==> src/sv/cpns_pkg.sv <==
package cpns_pkg;

  localparam int MAX_VERTICES = 16;
  localparam int VIDX_W       = $clog2(MAX_VERTICES);
  localparam int COUNT_W      = 5;
  localparam int CHAN_W       = 8;
  localparam int COLOR_W      = 3 * CHAN_W;
  localparam int KIND_W       = 2;
  localparam int POS_W        = 17;
  localparam int STEP_W       = 5;

  localparam logic [CHAN_W-1:0] LAND_RED_MIN = 8'd243;
  localparam logic [CHAN_W-1:0] LAND_GB_MAX  = 8'd12;

  localparam logic [KIND_W-1:0] KIND_SEGMENT = 2'd0;
  localparam logic [KIND_W-1:0] KIND_LAND    = 2'd1;
  localparam logic [KIND_W-1:0] KIND_NONE    = 2'd2;

  localparam logic [POS_W-1:0] POS_ONE = 17'h10000;

  localparam logic [STEP_W-1:0] CALC_LAST = 5'd18;
  localparam logic [STEP_W-1:0] DIV_LAST  = 5'd16;

  localparam logic [1:0] CH_RED   = 2'd0;
  localparam logic [1:0] CH_GREEN = 2'd1;
  localparam logic [1:0] CH_BLUE  = 2'd2;

  typedef enum logic [4:0] {
    OP_IDLE,
    OP_PRIME,
    OP_NEXT,
    OP_LEN,
    OP_DOT,
    OP_VV,
    OP_WW,
    OP_NUM_A,
    OP_NUM_B,
    OP_CUR_LO,
    OP_CUR_HI,
    OP_BST_LO,
    OP_BST_HI,
    OP_DECIDE,
    OP_DIV_INIT,
    OP_DIV_STEP,
    OP_FINISH,
    OP_WAIT
  } op_t;

  typedef struct packed {
    op_t        op;
    logic [1:0] ch;
  } cmd_t;

  typedef struct packed {
    logic fast;
    logic seg_last;
    logic out_free;
  } status_t;

  // per-segment micro-op sequence
  function automatic cmd_t calc_cmd(input logic [STEP_W-1:0] step);
    cmd_t c;
    c.ch = CH_RED;
    c.op = OP_DECIDE;
    unique case (step)
      5'd0:  begin c.op = OP_LEN; c.ch = CH_RED; end
      5'd1:  begin c.op = OP_LEN; c.ch = CH_GREEN; end
      5'd2:  begin c.op = OP_LEN; c.ch = CH_BLUE; end
      5'd3:  begin c.op = OP_DOT; c.ch = CH_RED; end
      5'd4:  begin c.op = OP_DOT; c.ch = CH_GREEN; end
      5'd5:  begin c.op = OP_DOT; c.ch = CH_BLUE; end
      5'd6:  begin c.op = OP_VV; c.ch = CH_RED; end
      5'd7:  begin c.op = OP_VV; c.ch = CH_GREEN; end
      5'd8:  begin c.op = OP_VV; c.ch = CH_BLUE; end
      5'd9:  begin c.op = OP_WW; c.ch = CH_RED; end
      5'd10: begin c.op = OP_WW; c.ch = CH_GREEN; end
      5'd11: begin c.op = OP_WW; c.ch = CH_BLUE; end
      5'd12: c.op = OP_NUM_A;
      5'd13: c.op = OP_NUM_B;
      5'd14: c.op = OP_CUR_LO;
      5'd15: c.op = OP_CUR_HI;
      5'd16: c.op = OP_BST_LO;
      5'd17: c.op = OP_BST_HI;
      default: c.op = OP_DECIDE;
    endcase
    return c;
  endfunction

  function automatic logic [CHAN_W-1:0] chan(input logic [COLOR_W-1:0] v,
                                             input logic [1:0] ch);
    logic [CHAN_W-1:0] r;
    unique case (ch)
      CH_RED:   r = v[23:16];
      CH_GREEN: r = v[15:8];
      default:  r = v[7:0];
    endcase
    return r;
  endfunction

endpackage

==> src/sv/cpns_in_if.sv <==
interface cpns_in_if;
  logic                         valid;
  logic                         ready;
  logic                         command;
  logic [cpns_pkg::VIDX_W-1:0]  vertex_index;
  logic [cpns_pkg::CHAN_W-1:0]  red;
  logic [cpns_pkg::CHAN_W-1:0]  green;
  logic [cpns_pkg::CHAN_W-1:0]  blue;

  modport source (output valid, command, vertex_index, red, green, blue, input ready);
  modport sink (input valid, command, vertex_index, red, green, blue, output ready);
endinterface

==> src/sv/cpns_out_if.sv <==
interface cpns_out_if;
  logic                         valid;
  logic                         ready;
  logic [cpns_pkg::KIND_W-1:0]  result_kind;
  logic [cpns_pkg::VIDX_W-1:0]  segment_index;
  logic [cpns_pkg::POS_W-1:0]   position;

  modport source (output valid, result_kind, segment_index, position, input ready);
  modport sink (input valid, result_kind, segment_index, position, output ready);
endinterface

==> src/sv/cpns_cfg_if.sv <==
interface cpns_cfg_if;
  logic                          valid;
  logic                          ready;
  logic [cpns_pkg::COUNT_W-1:0]  vertex_count;

  modport source (output valid, vertex_count, input ready);
  modport sink (input valid, vertex_count, output ready);
endinterface

==> src/sv/cpns_ram.sv <==
module cpns_ram #(
  parameter int WIDTH = 24,
  parameter int DEPTH = 16
) (
  input  logic                     clk,
  input  logic                     we,
  input  logic [$clog2(DEPTH)-1:0] waddr,
  input  logic [WIDTH-1:0]         wdata,
  input  logic [$clog2(DEPTH)-1:0] raddr,
  output logic [WIDTH-1:0]         rdata
);
  logic [WIDTH-1:0] mem [DEPTH];

  always_ff @(posedge clk) begin
    if (we) begin
      mem[waddr] <= wdata;
    end
    rdata <= mem[raddr];
  end
endmodule

==> src/sv/cpns_datapath.sv <==
module cpns_datapath (
  input  logic                          clk,
  input  logic                          rst,
  input  cpns_pkg::cmd_t                cmd,
  output cpns_pkg::status_t             status,
  input  logic                          in_fire,
  input  logic                          in_command,
  input  logic [cpns_pkg::VIDX_W-1:0]   in_vertex_index,
  input  logic [cpns_pkg::CHAN_W-1:0]   in_red,
  input  logic [cpns_pkg::CHAN_W-1:0]   in_green,
  input  logic [cpns_pkg::CHAN_W-1:0]   in_blue,
  cpns_cfg_if.sink                      cfg,
  cpns_out_if.source                    result
);
  logic [cpns_pkg::COUNT_W-1:0] vcount;
  logic [cpns_pkg::COUNT_W-1:0] used;
  logic [cpns_pkg::COLOR_W-1:0] pix, p0, p1, rdata;
  logic                         land;
  logic [cpns_pkg::VIDX_W-1:0]  seg, raddr;
  logic [17:0]                  len, vv, ww;
  logic signed [18:0]           dot;
  logic signed [37:0]           numm;
  logic [53:0]                  cur, bst;
  logic [35:0]                  best_num, cnum;
  logic [17:0]                  best_den, cden, best_dot, best_len;
  logic [cpns_pkg::VIDX_W-1:0]  best_seg;
  logic                         best_mid, best_hi, found;
  logic [17:0]                  rem;
  logic [15:0]                  quo;
  logic                         out_valid;
  logic [cpns_pkg::KIND_W-1:0]  out_kind;
  logic [cpns_pkg::VIDX_W-1:0]  out_seg;
  logic [cpns_pkg::POS_W-1:0]   out_pos;
  logic [8:0]                   dc, vc, wc;
  logic signed [18:0]           ma, mb;
  logic signed [37:0]           prod;
  logic                         dle0, dge, mid;
  logic [18:0]                  r2;
  logic                         r2ge;
  logic                         pix_land;

  cpns_ram #(.WIDTH(cpns_pkg::COLOR_W), .DEPTH(cpns_pkg::MAX_VERTICES)) u_table (
    .clk   (clk),
    .we    (in_fire && !in_command),
    .waddr (in_vertex_index),
    .wdata ({in_red, in_green, in_blue}),
    .raddr (raddr),
    .rdata (rdata)
  );

  assign cfg.ready = 1'b1;
  assign used = (vcount > cpns_pkg::COUNT_W'(cpns_pkg::MAX_VERTICES))
              ? cpns_pkg::COUNT_W'(cpns_pkg::MAX_VERTICES) : vcount;

  always_comb begin
    unique case (cmd.op)
      cpns_pkg::OP_IDLE:  raddr = '0;
      cpns_pkg::OP_PRIME: raddr = cpns_pkg::VIDX_W'(1);
      default:            raddr = seg + cpns_pkg::VIDX_W'(2);
    endcase
  end

  assign pix_land = (in_red >= cpns_pkg::LAND_RED_MIN) && (in_green <= cpns_pkg::LAND_GB_MAX)
                 && (in_blue <= cpns_pkg::LAND_GB_MAX);

  // per-channel differences
  assign dc = {1'b0, cpns_pkg::chan(p1, cmd.ch)} - {1'b0, cpns_pkg::chan(p0, cmd.ch)};
  assign vc = {1'b0, cpns_pkg::chan(pix, cmd.ch)} - {1'b0, cpns_pkg::chan(p0, cmd.ch)};
  assign wc = {1'b0, cpns_pkg::chan(pix, cmd.ch)} - {1'b0, cpns_pkg::chan(p1, cmd.ch)};

  // clamp case of the current segment
  assign dle0 = dot[18] || (dot == '0);
  assign dge  = !dot[18] && (dot[17:0] >= len);
  assign mid  = !dle0 && !dge;
  assign cnum = dle0 ? {18'd0, vv} : (dge ? {18'd0, ww} : numm[35:0]);
  assign cden = mid ? len : 18'd1;

  always_comb begin
    ma = '0;
    mb = '0;
    unique case (cmd.op)
      cpns_pkg::OP_LEN:    begin ma = {{10{dc[8]}}, dc}; mb = {{10{dc[8]}}, dc}; end
      cpns_pkg::OP_DOT:    begin ma = {{10{vc[8]}}, vc}; mb = {{10{dc[8]}}, dc}; end
      cpns_pkg::OP_VV:     begin ma = {{10{vc[8]}}, vc}; mb = {{10{vc[8]}}, vc}; end
      cpns_pkg::OP_WW:     begin ma = {{10{wc[8]}}, wc}; mb = {{10{wc[8]}}, wc}; end
      cpns_pkg::OP_NUM_A:  begin ma = {1'b0, vv}; mb = {1'b0, len}; end
      cpns_pkg::OP_NUM_B:  begin ma = dot; mb = dot; end
      cpns_pkg::OP_CUR_LO: begin ma = {1'b0, cnum[17:0]}; mb = {1'b0, best_den}; end
      cpns_pkg::OP_CUR_HI: begin ma = {1'b0, cnum[35:18]}; mb = {1'b0, best_den}; end
      cpns_pkg::OP_BST_LO: begin ma = {1'b0, best_num[17:0]}; mb = {1'b0, cden}; end
      cpns_pkg::OP_BST_HI: begin ma = {1'b0, best_num[35:18]}; mb = {1'b0, cden}; end
      default: ;
    endcase
  end

  assign prod = ma * mb;
  assign r2   = {rem, 1'b0};
  assign r2ge = r2 >= {1'b0, best_len};

  always_ff @(posedge clk) begin
    if (rst) begin
      vcount    <= '0;
      found     <= 1'b0;
      out_valid <= 1'b0;
      seg       <= '0;
    end else begin
      if (cfg.valid) begin
        vcount <= cfg.vertex_count;
      end
      // a new result beat replaces one that is taken in the same cycle
      if (cmd.op == cpns_pkg::OP_FINISH) begin
        out_valid <= 1'b1;
      end else if (result.ready) begin
        out_valid <= 1'b0;
      end
      if (in_fire && in_command) begin
        seg   <= '0;
        found <= 1'b0;
      end
      unique case (cmd.op)
        cpns_pkg::OP_DECIDE: begin
          seg <= seg + cpns_pkg::VIDX_W'(1);
          if (len != '0 && (!found || cur < bst)) begin
            found <= 1'b1;
          end
        end
        default: ;
      endcase
    end
  end

  always_ff @(posedge clk) begin
    if (in_fire && in_command) begin
      pix      <= {in_red, in_green, in_blue};
      land     <= pix_land;
      best_num <= '0;
      best_den <= 18'd1;
    end
    unique case (cmd.op)
      cpns_pkg::OP_PRIME: p1 <= rdata;
      cpns_pkg::OP_NEXT: begin
        p0  <= p1;
        p1  <= rdata;
        len <= '0;
        dot <= '0;
        vv  <= '0;
        ww  <= '0;
      end
      cpns_pkg::OP_LEN:    len  <= len + prod[17:0];
      cpns_pkg::OP_DOT:    dot  <= dot + prod[18:0];
      cpns_pkg::OP_VV:     vv   <= vv + prod[17:0];
      cpns_pkg::OP_WW:     ww   <= ww + prod[17:0];
      cpns_pkg::OP_NUM_A:  numm <= prod;
      cpns_pkg::OP_NUM_B:  numm <= numm - prod;
      cpns_pkg::OP_CUR_LO: cur  <= {17'd0, prod[36:0]};
      cpns_pkg::OP_CUR_HI: cur  <= cur + {prod[35:0], 18'd0};
      cpns_pkg::OP_BST_LO: bst  <= {17'd0, prod[36:0]};
      cpns_pkg::OP_BST_HI: bst  <= bst + {prod[35:0], 18'd0};
      cpns_pkg::OP_DECIDE: begin
        if (len != '0 && (!found || cur < bst)) begin
          best_num <= cnum;
          best_den <= cden;
          best_seg <= seg;
          best_dot <= dot[17:0];
          best_len <= len;
          best_mid <= mid;
          best_hi  <= dge;
        end
      end
      cpns_pkg::OP_DIV_INIT: begin
        rem <= best_dot;
        quo <= '0;
      end
      cpns_pkg::OP_DIV_STEP: begin
        rem <= r2ge ? 18'(r2 - {1'b0, best_len}) : r2[17:0];
        quo <= {quo[14:0], r2ge};
      end
      cpns_pkg::OP_FINISH: begin
        if (land) begin
          out_kind <= cpns_pkg::KIND_LAND;
          out_seg  <= '0;
          out_pos  <= '0;
        end else if (!found) begin
          out_kind <= cpns_pkg::KIND_NONE;
          out_seg  <= '0;
          out_pos  <= '0;
        end else begin
          out_kind <= cpns_pkg::KIND_SEGMENT;
          out_seg  <= best_seg;
          out_pos  <= best_mid ? {1'b0, quo} : (best_hi ? cpns_pkg::POS_ONE : '0);
        end
      end
      default: ;
    endcase
  end

  assign result.valid         = out_valid;
  assign result.result_kind   = out_kind;
  assign result.segment_index = out_seg;
  assign result.position      = out_pos;

  assign status.fast     = land || (used < cpns_pkg::COUNT_W'(2));
  assign status.seg_last = {1'b0, seg} == (used - cpns_pkg::COUNT_W'(2));
  assign status.out_free = !out_valid || result.ready;
endmodule

==> src/sv/cpns_ctrl.sv <==
module cpns_ctrl (
  input  logic                 clk,
  input  logic                 rst,
  input  logic                 in_valid,
  input  logic                 in_command,
  output logic                 in_ready,
  input  cpns_pkg::status_t    status,
  output cpns_pkg::cmd_t       cmd
);
  typedef enum logic [5:0] {
    ST_IDLE  = 6'b000001,
    ST_PRIME = 6'b000010,
    ST_NEXT  = 6'b000100,
    ST_CALC  = 6'b001000,
    ST_DIV   = 6'b010000,
    ST_DONE  = 6'b100000
  } state_t;

  state_t                        state, state_next;
  logic [cpns_pkg::STEP_W-1:0]   step, step_next;

  assign in_ready = (state == ST_IDLE);

  always_comb begin
    state_next = state;
    step_next  = step;
    cmd.ch     = cpns_pkg::CH_RED;
    cmd.op     = cpns_pkg::OP_IDLE;
    unique case (state)
      ST_IDLE: begin
        if (in_valid && in_command) begin
          state_next = ST_PRIME;
        end
      end
      ST_PRIME: begin
        cmd.op     = cpns_pkg::OP_PRIME;
        state_next = status.fast ? ST_DONE : ST_NEXT;
      end
      ST_NEXT: begin
        cmd.op     = cpns_pkg::OP_NEXT;
        step_next  = '0;
        state_next = ST_CALC;
      end
      ST_CALC: begin
        cmd       = cpns_pkg::calc_cmd(step);
        step_next = step + cpns_pkg::STEP_W'(1);
        if (step == cpns_pkg::CALC_LAST) begin
          step_next  = '0;
          state_next = status.seg_last ? ST_DIV : ST_NEXT;
        end
      end
      ST_DIV: begin
        cmd.op    = (step == '0) ? cpns_pkg::OP_DIV_INIT : cpns_pkg::OP_DIV_STEP;
        step_next = step + cpns_pkg::STEP_W'(1);
        if (step == cpns_pkg::DIV_LAST) begin
          step_next  = '0;
          state_next = ST_DONE;
        end
      end
      ST_DONE: begin
        if (status.out_free) begin
          cmd.op     = cpns_pkg::OP_FINISH;
          state_next = ST_IDLE;
        end else begin
          cmd.op = cpns_pkg::OP_WAIT;
        end
      end
      default: state_next = ST_IDLE;
    endcase
  end

  always_ff @(posedge clk) begin
    if (rst) begin
      state <= ST_IDLE;
      step  <= '0;
    end else begin
      state <= state_next;
      step  <= step_next;
    end
  end
endmodule

==> src/sv/color_polyline_nearest_segment.sv <==
// Maps an RGB pixel to the nearest segment of a color polyline held in a
// 16-entry vertex table. A load beat (command 0) writes one vertex and
// returns nothing. A classify beat (command 1) returns one result beat:
// land for nearly pure red, otherwise the nearest non-degenerate segment with
// its clamped Q1.16 position, or "no usable segment". Land or fewer than
// two vertices skip the segment walk; otherwise each segment in use is
// worked by a single shared 19x19 multiply-accumulate unit that works one
// product per cycle, and a 16-step restoring divider then runs once for the
// winning segment. The next beat is taken once the block is back in idle,
// even if the last result beat still waits to be taken. Write vertex_count
// only while the block is idle.
module color_polyline_nearest_segment (
  input  logic       clk,
  input  logic       rst,
  cpns_in_if.sink    pixel,
  cpns_cfg_if.sink   cfg,
  cpns_out_if.source result
);
  cpns_pkg::cmd_t    cmd;
  cpns_pkg::status_t status;
  logic              in_ready;
  logic              in_fire;

  // input beats are only taken in idle
  assign pixel.ready = in_ready;
  assign in_fire     = pixel.valid && in_ready;

  // sequencer: walks segments, issues one datapath op per cycle
  cpns_ctrl u_ctrl (
    .clk        (clk),
    .rst        (rst),
    .in_valid   (pixel.valid),
    .in_command (pixel.command),
    .in_ready   (in_ready),
    .status     (status),
    .cmd        (cmd)
  );

  // vertex table, shared mac, divider, best tracker and output register
  cpns_datapath u_datapath (
    .clk             (clk),
    .rst             (rst),
    .cmd             (cmd),
    .status          (status),
    .in_fire         (in_fire),
    .in_command      (pixel.command),
    .in_vertex_index (pixel.vertex_index),
    .in_red          (pixel.red),
    .in_green        (pixel.green),
    .in_blue         (pixel.blue),
    .cfg             (cfg),
    .result          (result)
  );
endmodule
==> src/flat_wrapper.sv <==
// flat-port wrapper written by rule: the top's interface ports become plain ports
module color_polyline_nearest_segment_flat 
  (clk, rst, pixel_valid, pixel_command, pixel_vertex_index, pixel_red, pixel_green, pixel_blue, pixel_ready, cfg_valid, cfg_vertex_count, cfg_ready, result_valid, result_result_kind, result_segment_index, result_position, result_ready);
  cpns_in_if pixel_i ();
  cpns_cfg_if cfg_i ();
  cpns_out_if result_i ();
  input  logic clk;
  input  logic rst;
  input wire logic [$bits(pixel_i.valid)-1:0] pixel_valid;
  input wire logic [$bits(pixel_i.command)-1:0] pixel_command;
  input wire logic [$bits(pixel_i.vertex_index)-1:0] pixel_vertex_index;
  input wire logic [$bits(pixel_i.red)-1:0] pixel_red;
  input wire logic [$bits(pixel_i.green)-1:0] pixel_green;
  input wire logic [$bits(pixel_i.blue)-1:0] pixel_blue;
  output wire logic [$bits(pixel_i.ready)-1:0] pixel_ready;
  input wire logic [$bits(cfg_i.valid)-1:0] cfg_valid;
  input wire logic [$bits(cfg_i.vertex_count)-1:0] cfg_vertex_count;
  output wire logic [$bits(cfg_i.ready)-1:0] cfg_ready;
  output wire logic [$bits(result_i.valid)-1:0] result_valid;
  output wire logic [$bits(result_i.result_kind)-1:0] result_result_kind;
  output wire logic [$bits(result_i.segment_index)-1:0] result_segment_index;
  output wire logic [$bits(result_i.position)-1:0] result_position;
  input wire logic [$bits(result_i.ready)-1:0] result_ready;
  assign pixel_i.valid = pixel_valid;
  assign pixel_i.command = pixel_command;
  assign pixel_i.vertex_index = pixel_vertex_index;
  assign pixel_i.red = pixel_red;
  assign pixel_i.green = pixel_green;
  assign pixel_i.blue = pixel_blue;
  assign pixel_ready = pixel_i.ready;
  assign cfg_i.valid = cfg_valid;
  assign cfg_i.vertex_count = cfg_vertex_count;
  assign cfg_ready = cfg_i.ready;
  assign result_valid = result_i.valid;
  assign result_result_kind = result_i.result_kind;
  assign result_segment_index = result_i.segment_index;
  assign result_position = result_i.position;
  assign result_i.ready = result_ready;
  color_polyline_nearest_segment u_core (.clk(clk), .rst(rst), .pixel(pixel_i), .cfg(cfg_i), .result(result_i));
endmodule
==> config.mk <==
export PLATFORM = sky130hd
export DESIGN_NAME = color_polyline_nearest_segment_flat
export DESIGN_NICKNAME = d
export VERILOG_FILES = /design/src/sv/cpns_pkg.sv /design/src/sv/cpns_in_if.sv /design/src/sv/cpns_out_if.sv /design/src/sv/cpns_cfg_if.sv /design/src/sv/cpns_ram.sv /design/src/sv/cpns_datapath.sv /design/src/sv/cpns_ctrl.sv /design/src/sv/color_polyline_nearest_segment.sv /design/src/flat_wrapper.sv
export SDC_FILE = /design/constraint.sdc
export NUM_CORES = 2
export LEC_CHECK = 0
export BUFFER_PORTS_ARGS = -buffer_cell sky130_fd_sc_hd__buf_2
export CAP_MARGIN = 15
export CELL_PAD_IN_SITES_DETAIL_PLACEMENT = 1
export CELL_PAD_IN_SITES_GLOBAL_PLACEMENT = 1
export CORE_MARGIN = 5
export CORE_UTILIZATION = 53
export DETAILED_ROUTE_END_ITERATION = 12
export PLACE_DENSITY = 0.86
export REMOVE_ABC_BUFFERS = 1
export SYNTH_ARGS = -nofsm -noshare
export SYNTH_HDL_FRONTEND = slang
export SYNTH_SLANG_ARGS = --single-unit
==> constraint.sdc <==
create_clock -name clk -period 15.26 [get_ports clk]
set_input_delay 2.289 -clock clk [delete_from_list [all_inputs] [get_ports clk]]
set_output_delay 2.289 -clock clk [all_outputs]
set_load 0.02 [all_outputs]
# Word level (Yosys, flattened, before mapping)
# Memories as Yosys holds them, arrays and structs flattened. A register that Yosys moved wholly into a read port is not among the register bits.
# Cells that the tools add are included.
[classes]
n_addsub = 15
mul = 1
n_lt_le_gt_ge = 8
eq_ne = 46
mux = 54
bitwise_logic = 1
n_reduce_logical = 50
[op_table]
columns = ["cell", "n"]
rows = [
  ["$pmux 54 s2", 2],
  ["$mux 36", 5],
  ["$pmux 19 s9", 1],
  ["$pmux 18 s2", 4],
  ["$pmux 19 s7", 1],
  ["$add 54x54->54", 2],
  ["$mux 18", 5],
  ["$eq 5x4->1 const B", 16],
  ["$pmux 38 s2", 1],
  ["$add 18x18->18", 3],
  ["$lt 54x54->1", 1],
  ["$pmux 8 s2", 3],
  ["$eq 5x3->1 const B", 8],
  ["$pmux 4 s10", 1],
  ["$mul 19x19->38", 1],
  ["$pmux 19 s2", 1],
  ["$sub 38x38->38", 1],
  ["$pmux 6 s6", 1],
  ["$pmux 16 s2", 1],
  ["$mux 6", 5],
  ["$sub 8x8->9", 3],
  ["$pmux 5 s5", 1],
  ["$eq 5x2->1 const B", 4],
  ["$eq 5x5->1 const B", 4],
  ["47 further kinds", 100],
]
[word_totals]
register_bits = 467
mem_bits_rw = 384
output_inout_bits = 26
n_memories = 1
[mem_list]
columns = ["name", "words", "word_bits", "read_ports", "rd_ports_with_merged_regs", "write_ports", "line_no", "source"]
rows = [
  ["u_core.u_datapath.u_table.mem", 16, 24, 1, 1, 1, "cpns_ram.sv:12", "logic [WIDTH-1:0] mem [DEPTH];"],
]

# Longest topological paths before layout
[depth]
word_depth = 11
ltp_mapped = 63
ltp_nobuf = 59

# Hierarchy
# Synthesis repeated with hierarchy kept, for this count alone.
[hier_totals]
hier_cells = 5265
hier_area_um2 = 58776.4
[modules_own_cells]
columns = ["module", "n_inst", "cells_per_inst", "area_per_inst_um2", "seq_area_each_um2"]
rows = [
  ["cpns_datapath", 1, 4484, 42809.8, 12982.5],
  ["cpns_ram", 1, 636, 14930.6, 12011.5],
  ["cpns_ctrl", 1, 144, 1029.7, 220.2],
  ["color_polyline_nearest_segment", 1, 1, 6.3, 0.0],
]

# Worst setup path after synthesis
# No wires, ideal clock.
[synth_timing]
path_kind = "input to register"
startpoint = "input result_ready"
endpoint = "register u_core.u_datapath.numm[35] (data pin)"
setup_time_ns = 0.272
t_arrival_ns = 13.707
required_time_ns = 14.988
path_slack_ns = 1.281
stages = 50
n_path_buf = 3
path_cell_list = "inv_1 nand3_1 nand3_1 a21oi_1 nand2_1 or2_2 clkbuf_1 nand2_1 clkbuf_1 a221oi_1 nand3_1 clkbuf_1 nand2_1 fa_1 inv_1 fa_1 inv_1 fa_1 [... 14 more ...] a21oi_1 nor2b_1 o21ai_0 nand2b_1 xor2_1 inv_1 ha_1 nand2_1 nor4_1 nor3_1 maj3_2 o22a_1 o41ai_2 a21o_1 maj3_2 o2111ai_1 a311oi_1 xnor2_1"
[synth_via]
elab_chain_len = 9
elab_cells_between_ends = 22
cone_classes = "add/sub: 1; mul: 1; eq/ne: 10; mux: 5; reduce/logical: 5"
[synth_lines]
columns = ["element", "line_no", "source"]
rows = [
  ["from (decl)", "flat_wrapper.sv:23", "input wire logic [$bits(result_i.ready)-1:0] result_ready;"],
  ["$logic_or 1x1->1 (*)", "cpns_datapath.sv:204", "assign status.out_free = !out_valid || result.ready;"],
  ["$mux 1 (*)", "cpns_ctrl.sv:61", "if (status.out_free) begin"],
  ["$pmux 5 s5 (*)", "cpns_ctrl.sv:29", "unique case (state)"],
  ["$eq 5x3->1, or another cell as far along", "cpns_datapath.sv:81", "unique case (cmd.op)"],
  ["$reduce_or 2->1 (no source line)", "--", ""],
  ["$pmux 19 s9 / $pmux 19 s7 (equally long branches)", "cpns_datapath.sv:81", ""],
  ["$mul 19x19->38", "cpns_datapath.sv:96", "assign prod = ma * mb;"],
  ["$sub 38x38->38", "cpns_datapath.sv:154", "cpns_pkg::OP_NUM_B: numm <= numm - prod;"],
  ["$pmux 38 s2 (*)", "cpns_datapath.sv:139", "unique case (cmd.op)"],
  ["to (signal assigned)", "cpns_datapath.sv:153", "cpns_pkg::OP_NUM_A: numm <= prod;"],
  ["to (signal assigned)", "cpns_datapath.sv:154", ""],
  ["to (decl)", "cpns_datapath.sv:22", "logic signed [37:0] numm;"],
]
# Every way passes the cells marked *; elsewhere a longest branch is shown, timed or not.
# A chain may end at the register's enable or synchronous reset.

# Final worst setup path
[layout_timing]
startpoint = "register u_core.u_ctrl.step[0] (netlist name)"
endpoint = "register u_core.u_datapath.cur[51] (data pin)"
[layout_via]
elab_chain_len = 11
elab_cells_between_ends = 56
cone_classes = "add/sub: 4; mul: 1; eq/ne: 28; mux: 11; reduce/logical: 12"
[layout_lines]
columns = ["element", "line_no", "source"]
rows = [
  ["from (decl)", "cpns_ctrl.sv:20", "logic [cpns_pkg::STEP_W-1:0] step, step_next;"],
  ["from (signal assigned)", "cpns_ctrl.sv:78", "step <= step_next;"],
  ["$eq 5x4->1, or another cell as far along", "cpns_pkg.sv:65", "unique case (step)"],
  ["$reduce_or 4->1 (no source line)", "--", ""],
  ["$pmux 2 s2", "cpns_pkg.sv:65", ""],
  ["$mux 2", "cpns_ctrl.sv:29", ""],
  ["$eq 2x1->1 / $logic_not 2->1 (equally long branches)", "cpns_pkg.sv:92", "unique case (ch)"],
  ["$pmux 8 s2", "cpns_pkg.sv:92", ""],
  ["$sub 8x8->9, on equally long branches", "cpns_datapath.sv:69, cpns_datapath.sv:67, cpns_datapath.sv:68", ""],
  ["$pmux 19 s9 / $pmux 19 s7 (equally long branches)", "cpns_datapath.sv:81", ""],
  ["$mul 19x19->38", "cpns_datapath.sv:96", ""],
  ["$add 54x54->54", "cpns_datapath.sv:156", "cpns_pkg::OP_CUR_HI: cur <= cur + {prod[35:0], 18'd0};"],
  ["$pmux 54 s2 (*)", "cpns_datapath.sv:139", ""],
  ["to (signal assigned)", "cpns_datapath.sv:155", "cpns_pkg::OP_CUR_LO: cur <= {17'd0, prod[36:0]};"],
  ["to (signal assigned)", "cpns_datapath.sv:156", ""],
  ["to (decl)", "cpns_datapath.sv:23", "logic [53:0] cur, bst;"],
]
# Marked as above.

==> run_results.csv <==
group,metric,value,unit
global_route,first_global_vias,47977,
pwr,intPower,3.85,mW
global_route,use_met2,56.4,%
clock_tree,cts_tree,"yes",
worst_setup_path,crit_path_end_kind,"flop",
global_route,grt_use_met1,41.1,%
synth,yosys_warnings,0,
floorplanning,row_count,122,
pwr,p_leak,26.8,nW
drt,drtIter0Drc,4835,
worst_setup_path,critPathMaxStageDelay,0.69,ns
hold_path,hold_class,"flop to flop",
sta,finalHoldViolations,0,
clock_tree,numClockSinks,873,
worst_setup_path,cp.required,15.67,ns
worst_setup_path,critical_path.max_fanout,15,
floorplanning,core,110000,sq um
placed_design,io_buffers,63,
sta,skew,0.0691,ns
sta,relSlewSlack,25.2,%
sta,finalSetupTns,0,ns
pwr,power_frac_comb,1.5,%
global_route,use_met3,6.27,%
worst_setup_path,cpMaxStageDelayCell,"a2111oi_0",
floorplanning,die_h,342,um
synth,synth-edff-count,773,
worst_setup_path,critical_path_buf_inv_count,7,
sta,final.period_utilization,97.3,%
worst_setup_path,crit_top_cell,"fa_1",
drt,final_antenna_net_count,0,
synth,syn-instance-count,5263,
global_route,antenna_found_initial,7,
drt,firstDrtPassIters,6,
synth,synth_compound_area_share,10.2,%
synth,async_flop_share,0,%
layout,areaGrowthSynthToFinish,9.82,%
sta,drv_slew,0,
pwr,peakVddDrop,0.122,mV
clock_tree,htree_num_levels,3,
clock_tree,holdBufCountCts,0,
synth,synth.distinct_cells,104,
clock_tree,cts_buffers,88,
pwr,pwr_density_cell,77.2,nW/um^2
sta,finalSetupViolCount,0,
clock_tree,cts_buffer_depth,3,
sta,tightest_slew,1.12,ns
global_route,grt.overflow.total,0,
worst_setup_path,path_class,"flop to flop",
clock_tree,clockRootBuffer,"clkbuf_16",
global_route,grt_pass1_wl,298,mm
worst_setup_path,r2r_start,"u_core.u_ctrl.step[0]$_SDFFE_PP0P_",
pwr,seqPwrFrac,52.3,%
sta,post-route-min-period,14.85,ns
worst_setup_path,setup.worst_path.start,"u_core.u_ctrl.step[0]$_SDFFE_PP0P_",
synth,synthXorXnorAreaFrac,3.52,%
floorplanning,design.portCount,65,
synth,syn_area,58600,sq um
global_route,grt-busiest-layer,"met2",
pwr,clockPowerShare,46.1,%
layout,fin_nets,6168,
run_status,outcome,"finished clean",
synth,synth-simple-area-share,12.2,%
placed_design,hpwlAfterDp,137,mm
drt,drc,0,
drt,wl,199,mm
synth,synth_top_family_by_area,"adder cells",
clock_tree,clkTransAtPathRegs,0.07,ns
drt,vias_per_cell,6.41,
synth,synth-seq-area-share,43.0,%
floorplanning,die_area,117000,sq um
worst_setup_path,cp_top_family,"adder cells",
job,maxCapViolations,0,
synth,post_synth_mux_area_share,4.52,%
sta,hold-worst-slack,0.412,ns
synth,ys_seq_elements,873,
pwr,p_sw_share,22.5,%
synth,yosysTopAreaCell,"edfxtp_1",
global_route,grt_start_max_net_pins,97,
drt,vias,44466,
synth,syn_avg_cell_area,11.1,sq um
synth,synthAdderAreaFrac,21.3,%
sta,fmax,0.0673,GHz
global_route,grt_usage,33.6,%
clock_tree,clock_latency,0.71,ns
sta,setup_ws,0.406,ns
layout,drive_gt1_share,10.0,%
synth,ys_top_cells_by_area,"edfxtp_1 (40%), fa_1 (13%), ha_1 (8.5%)",
hold_path,worstHoldStart,"u_core.u_datapath.u_table.rdata[12]$_DFF_P_",
drt,wire_per_inst,28.7,um
pwr,p_sw,1.12,mW
synth,synth_flop_cell,"edfxtp_1",
worst_setup_path,cp-start-kind,"flop",
placed_design,place_ws,0.497,ns
worst_setup_path,cp.arrival,15.27,ns
floorplanning,start_util,53.2,%
placed_design,place_congestion,0.983,
synth,synth_top_area_share,39.6,%
floorplanning,die_width,342,um
metrics by stage:
stage / instance area (sq um) / power [mW] / std cells / util (%)
3_5_place_dp: 61200 / 2.72 / 6755 / 55.6
5_1_grt: 64300 / 5.09 / 6929 / 58.4
6_report: 64300 / 4.96 / 6933 / 58.4
4_1_cts: 64200 / 4.96 / 6921 / 58.3
3_3_place_gp: 61200 / 2.71 / 6755 / 55.6
2_1_floorplan: 57800 / 2.68 / 5068 / -
worst register-to-register path, delay by kind of cell (launching register included):
kind	cells	cell delay (ns)
adders and majority gates	12	5.06
and+or+nand+nor	10	1.89
DFF	1	0.47
buffers and inverters	7	1.56
xor gates and xnor gates	3	0.73
AOI/OAI and AO/OA	15	4.85
state kept, by name, indices dropped and copies added (netlist names), 19 cells and up:
register	count
u_core.u_datapath.cur	54
u_core.u_datapath.dot	19
u_core.u_datapath.numm	36
u_core.u_datapath.pix	24
u_core.u_datapath.p0	24
u_core.u_datapath.p1	24
u_core.u_datapath.bst	54
u_core.u_datapath.u_table.rdata	24
u_core.u_datapath.u_table.mem	384
u_core.u_datapath.best_num	36
repair_timing:
action                     4_1_cts  5_1_grt
gates resized for setup          0        5
setup endpoints to repair        0       12
hold endpoints to repair         0        0
buffers inserted                 0        1
synthesized netlist by cell type, drive strengths merged (14+ instances only):
library cell / number
a31oi: 41
ha: 396
a211oi: 46
xnor2: 169
mux2i: 45
or2: 23
clkbuf: 140
buf: 55
nor2: 430
nand2: 533
a21o: 83
a21oi: 212
dfxtp: 100
fa: 371
and2: 107
nor4: 15
nor2b: 58
nand3: 138
o21bai: 48
mux4: 96
o21ai: 207
a22oi: 36
nand4: 21
nand2b: 77
edfxtp: 773
nor3b: 16
nor3: 45
inv: 598
xor2: 64
and3: 33
a221oi: 22
o21a: 25
o211ai: 14
kinds of logic (layout without fill, tap and decap cells):
family	Yosys count	count (layout)
adders and majority gates	778	778
other	1	8
muxes	144	144
and+or+nand+nor	1546	1546
buffers and inverters	793	968
xor gates and xnor gates	234	234
AOI/OAI and AO/OA	894	894
DFF	873	873
final timing paths:
path | cells past startpoint | slack, ns | endpoint
setup / recovery | 47 | 0.41 | u_core.u_datapath.cur[51]$_SDFFCE_PP0N_
hold / removal | 0 | 0.41 | u_core.u_datapath.p1[12]$_DFFE_PP_
setup reg to reg | 47 | 0.41 | u_core.u_datapath.cur[51]$_SDFFCE_PP0N_
hold reg to reg | 0 | 0.41 | u_core.u_datapath.p1[12]$_DFFE_PP_
cell usage in the layout, fill, tap and decap left out, drive strengths merged, types with 107 or more instances in the layout:
| master | n |
|---|---|
| edfxtp | 773 |
| inv | 603 |
| nand2 | 533 |
| nor2 | 430 |
| ha | 396 |
| fa | 371 |
| a21oi | 212 |
| o21ai | 207 |
| buf | 204 |
| xnor2 | 169 |
| nand3 | 138 |
| clkbuf | 117 |
| and2 | 107 |
per-layer routing:
metal | part of all wire [%] | up-vias
met5 | 0.016 | -
met3 | 8.6 | 731
li1 | - | 18613
met4 | 6.9 | 4
met1 | 36 | 22662
met2 | 48 | 2456
power groups by stage:
| stage | Clock [mW] | Combinational (mW) | Sequential, mW |
|---|---|---|---|
| 3_3_place_gp | 0 | 0.0657 | 2.65 |
| 5_1_grt | 2.41 | 0.0804 | 2.60 |
| 2_1_floorplan | 0 | 0.0326 | 2.65 |
| 6_report | 2.29 | 0.0768 | 2.60 |
| 4_1_cts | 2.29 | 0.0736 | 2.60 |
| 3_5_place_dp | 0 | 0.0705 | 2.65 |
area by class of cell:
| cell class | instances | area, sq um |
|---|---|---|
| Antenna cell | 7 | 17.5 |
| Clock buffer | 117 | 2400 |
| Clock inverter | 49 | 576 |
| Fill cell | 11514 | 45900 |
| Inverter | 598 | 2250 |
| Multi-Input combinational cell | 3597 | 30600 |
| Sequential cell | 873 | 25200 |
| Tap cell | 1488 | 1860 |
| Timing Repair Buffer | 204 | 1450 |
Note: power is estimated with default switching activity, not from simulation.
